<file path="src/design/quaternion_rotate_vector3_top_macros.svh">
// Assertion macros for the quaternion vector rotation block.
// Used by files that carry concurrent checks; expects i_clk and i_rst_n in scope.
`ifndef QUATERNION_ROTATE_VECTOR3_TOP_MACROS_SVH
`define QUATERNION_ROTATE_VECTOR3_TOP_MACROS_SVH

// Same-cycle implication, sampled on i_clk, off during reset.
`define QRV_ASSERT_NOW(lbl, ante, cons) \
    lbl: assert property (@(posedge i_clk) disable iff (!i_rst_n) (ante) |-> (cons)) \
        else $error("qrv check failed: same-cycle implication");

// Next-cycle implication, sampled on i_clk, off during reset.
`define QRV_ASSERT_NEXT(lbl, ante, cons) \
    lbl: assert property (@(posedge i_clk) disable iff (!i_rst_n) (ante) |=> (cons)) \
        else $error("qrv check failed: next-cycle implication");

`endif

</file>
<file path="src/design/qrv_pkg.sv">
// Shared constants, types and width helpers for the quaternion rotation block.
// No dependencies.
`timescale 1ns / 1ps

package qrv_pkg;

    localparam int QUAT_WIDTH    = 16;
    localparam int TGUARD        = 4;
    localparam int VEC_WIDTH_DEF = 16;
    localparam int QUAT_FRAC_DEF = 14;

    localparam int NUM_AXES   = 3;
    localparam int NUM_STAGES = 4;

    // stage indexes
    localparam int STG_MUL1 = 0;
    localparam int STG_T    = 1;
    localparam int STG_MUL2 = 2;
    localparam int STG_OUT  = 3;

    // cross product neighbors: axis i uses (next, prev)
    localparam int AXIS_NEXT [NUM_AXES] = '{1, 2, 0};
    localparam int AXIS_PREV [NUM_AXES] = '{2, 0, 1};

    typedef struct packed {
        logic [NUM_STAGES-1:0] load;
    } t_pipe_ctl;

    // width of the first sum including rounding headroom
    function automatic int sum_width(input int vw, input int qfb);
        int a;
        int b;
        a = vw + 18;
        b = qfb - TGUARD + 2;
        return (a > b) ? a : b;
    endfunction

    // width of the rounded intermediate t
    function automatic int t_width(input int vw, input int qfb);
        return sum_width(vw, qfb) - (qfb - TGUARD);
    endfunction

    // width of the second cross difference including rounding headroom
    function automatic int crnd_width(input int vw, input int qfb);
        int a;
        int b;
        a = t_width(vw, qfb) + 18;
        b = qfb + TGUARD + 1;
        return (a > b) ? a : b;
    endfunction

endpackage

</file>
<file path="src/design/qrv_pipe_ctrl.sv">
// Valid bits and per-stage load enables for the four-stage rotation pipeline.
// Depends on qrv_pkg and quaternion_rotate_vector3_top_macros.svh.
`timescale 1ns / 1ps
`include "quaternion_rotate_vector3_top_macros.svh"

module qrv_pipe_ctrl (
    input  logic               i_clk,
    input  logic               i_rst_n,
    input  logic               i_valid,
    output logic               o_stall,
    output logic               o_valid,
    input  logic               i_stall,
    output qrv_pkg::t_pipe_ctl o_ctl
);
    import qrv_pkg::*;

    logic [NUM_STAGES-1:0] r_vld;
    logic [NUM_STAGES-1:0] n_vld;
    logic [NUM_STAGES-1:0] w_ready;

    // a stage can take new data when empty or when it moves on this cycle
    always_comb begin
        w_ready[NUM_STAGES-1] = !r_vld[NUM_STAGES-1] || !i_stall;
        for (int k = NUM_STAGES - 2; k >= 0; k--) begin
            w_ready[k] = !r_vld[k] || w_ready[k+1];
        end
    end

    always_comb begin
        n_vld[0]      = w_ready[0] ? i_valid : r_vld[0];
        o_ctl.load[0] = w_ready[0] && i_valid;
        for (int k = 1; k < NUM_STAGES; k++) begin
            n_vld[k]      = w_ready[k] ? r_vld[k-1] : r_vld[k];
            o_ctl.load[k] = w_ready[k] && r_vld[k-1];
        end
    end

    always_ff @(posedge i_clk) begin
        if (!i_rst_n) begin
            r_vld <= '0;
        end else begin
            r_vld <= n_vld;
        end
    end

    assign o_stall = !w_ready[0];
    assign o_valid = r_vld[NUM_STAGES-1];

    `QRV_ASSERT_NOW(a_stall_only_full, o_stall, &r_vld)
    `QRV_ASSERT_NEXT(a_accept_enters, i_valid && !o_stall, r_vld[0])
    `QRV_ASSERT_NEXT(a_drain_empties, o_valid && !i_stall && !r_vld[NUM_STAGES-2], !o_valid)
    `QRV_ASSERT_NOW(a_out_load_src, o_ctl.load[NUM_STAGES-1], r_vld[NUM_STAGES-2])

endmodule

</file>
<file path="config.mk">
export PLATFORM = sky130hd
export DESIGN_NAME = qrv_pipe_ctrl
export DESIGN_NICKNAME = d
export VERILOG_FILES = /design/src/design/qrv_pkg.sv /design/src/design/qrv_pipe_ctrl.sv
export VERILOG_INCLUDE_DIRS = /design/src /design/src/design
export SDC_FILE = /design/constraint.sdc
export NUM_CORES = 1
export LEC_CHECK = 0
export BUFFER_PORTS_ARGS = -buffer_cell sky130_fd_sc_hd__buf_4
export CAP_MARGIN = 5
export CORE_AREA = 4 4 41 43
export CTS_BUF_LIST = sky130_fd_sc_hd__clkbuf_8 sky130_fd_sc_hd__clkbuf_16
export CTS_CLUSTER_DIAMETER = 120
export DETAILED_ROUTE_END_ITERATION = 8
export DIE_AREA = 0 0 45 47
export PLACE_DENSITY = 0.39
export SLEW_MARGIN = 20
export SYNTH_ARGS = -nofsm -noshare
export SYNTH_HDL_FRONTEND = slang
export SYNTH_SLANG_ARGS = --single-unit
</file>
<file path="constraint.sdc">
create_clock -name i_clk -period 1.15 [get_ports i_clk]
set_clock_uncertainty 0.1 [all_clocks]
set_input_delay 0.1725 -clock i_clk [delete_from_list [all_inputs] [get_ports i_clk]]
set_output_delay 0.1725 -clock i_clk [all_outputs]
set_load 0.01 [all_outputs]
</file>
==> results.tsv <==
metric	value	unit
syn-num-nets	23	
final_cell_area	358	µm²
routed_wl	507	µm
numCtsBuffers	3	
clkTransAtPathRegs	0.03	ns
worstHoldPathType	in -> reg	
rsz0062_at_grt	true	
critPathArrivalTime	1.03	ns
cts.sinks	4	
design.core.area	1300	µm²
min_period	1.30	ns
required	0.88	ns
worst_slew_pin_slew	0.143	ns
clock_path_buffers	2	
path_max_fanout	4	
ys_seq_elements	4	
ant_nets	0	
status	finished with violations	
ys_types	12	
slew_violations	0	
insertion_delay	0.21	ns
gp_congestion	0.615	
cts_hold_buf	0	
place_area	260	µm²
met3_length	54	µm
met2_length	208	µm
grt_pass1_wl	848	µm
peakVddDrop	0.942	mV
regMostFlops	r_vld	
htree_num_levels	1	
syn_avg_cell_area	9.15	µm²
met1Wirelength	243	µm
grt_usage	5.92	%
clock-root-buffer	clkbuf_8	
portBuffers	9	
utilization	27.5	%
die_h	47	µm
yosysTopAreaCell	dfxtp_1	
path_class	reg -> out	
grt_pass1_vias	187	
fillers	153	
vias	197	
post_drt_wl_per_cell	10.1	µm
place_ws	0.0125	ns
post-route-worst-setup-slack	-0.151	ns
top_layer	met3	
via_per_inst	3.94	
n_antenna_cell	0	
layout_common_cells	buf_4, clkbuf_8	
synth.top_cell.area_share	46.0	%
grt_max_degree	6	
nets	41	
timing.fmax	769	MHz
synthesis.area	174	µm²
power.leakage	0.158	nW
syn_inst	19	
cts_tree	built	
fp.dieW	45	µm
final_hold_viol_count	0	
violations	negative setup slack	
relSlewSlack	90.3	%
grt.overflow.total	0	
power.density	1330	nW/µm²
die_area	2120	µm²
final_common_cell	buf_4	
drc	0	
area_growth	106	%
drtIter0Drc	0	
placedCellCount	43	
setup_viol	5	
ys_warn_count	0	
finalPower	0.476	mW
drv_cap	0	
worstSetupStartpointType	flop	
antenna_found_initial	0	
boundaryPins	10	
fin_crit_sh	113	%
top_regs	r_vld (4)	
drive_above_1_share	62.9	%
synth.area.top_cells	dfxtp_1, o21a_1, and2_1	
largest_reg_flops	4	
firstDrtPassIters	1	
yosysSeqAreaShare	46.0	%
start_util	13.4	%
final_cell_count_no_fill	50	
num_rows	13	
crit_path_end_kind	output port	
-- cell families after synthesis --
group and synth area share, %:
AND/OR/NAND/NOR 30.9, AO/OA/AOI/OAI 23.0, flip-flops 46.0
-- cell type report --
class                      instances  area [µm²]  share of cell area (%)
timing repair buffer              13         105                    29.4
multi-input combinational         15         104                    29.0
sequential                         4        88.8                    24.8
clock buffer                       3        41.3                    11.5
tap                               15        18.8                    5.24
-- metal layers --
layer  vias to the layer above  GRT usage [%]
li1                        101              -
met1                        84           7.95
met2                        12           7.06
met3                         0           4.60
met4                         0           1.75
met5                         -              0
-- worst paths after layout --
check	startpoint	to	slack, ns	cells past startpoint
worst max-delay path	r_vld[1]$_SDFFE_PN0P_	o_stall	-0.15	3
worst max register to register	r_vld[1]$_SDFFE_PN0P_	r_vld[0]$_SDFFE_PN0P_	0.12	4
worst min-delay path	i_valid	r_vld[0]$_SDFFE_PN0P_	0.08	3
worst min register to register	r_vld[0]$_SDFFE_PN0P_	r_vld[0]$_SDFFE_PN0P_	0.40	2
-- where the power goes --
group	internal, mW	leakage [nW]	switching, mW	total [mW]
Combinational	0.0233	0.102	0.0156	0.0389
Clock	0.223	0.0216	0.0664	0.289
Sequential	0.142	0.0347	0.00593	0.148
-- synth_stat cells (all sizes together) --
cell type	count
and2	2
and3	1
nor2b	2
o21ai	1
a21boi	2
o21a	2
dfxtp	4
a21oi	1
and4	1
nand4	1
nand2	2
-- per-stage QoR --
step | TNS (ns) | hold WS (ns)
after detailed placement | 0 | 0.298
after global routing | -0.693 | 0.113
after floorplan | 0 | 0.187
final | -0.473 | 0.0786
after CTS | -0.505 | 0.0755
after global placement | 0 | 0.291
-- worst max-delay path: stages, from the launching register on --
cell,delay (ns)
dfxtp_2,0.35
and4_4,0.24
and2_4,0.14
buf_6,0.09
-- what timing repair did --
item	CTS	global route
buffers inserted	2	2
resized for setup	7	3
pin swaps	3	2
setup endpoints to repair	5	5
cloned	0	0
Note: power is estimated with default switching activity, not from simulation.
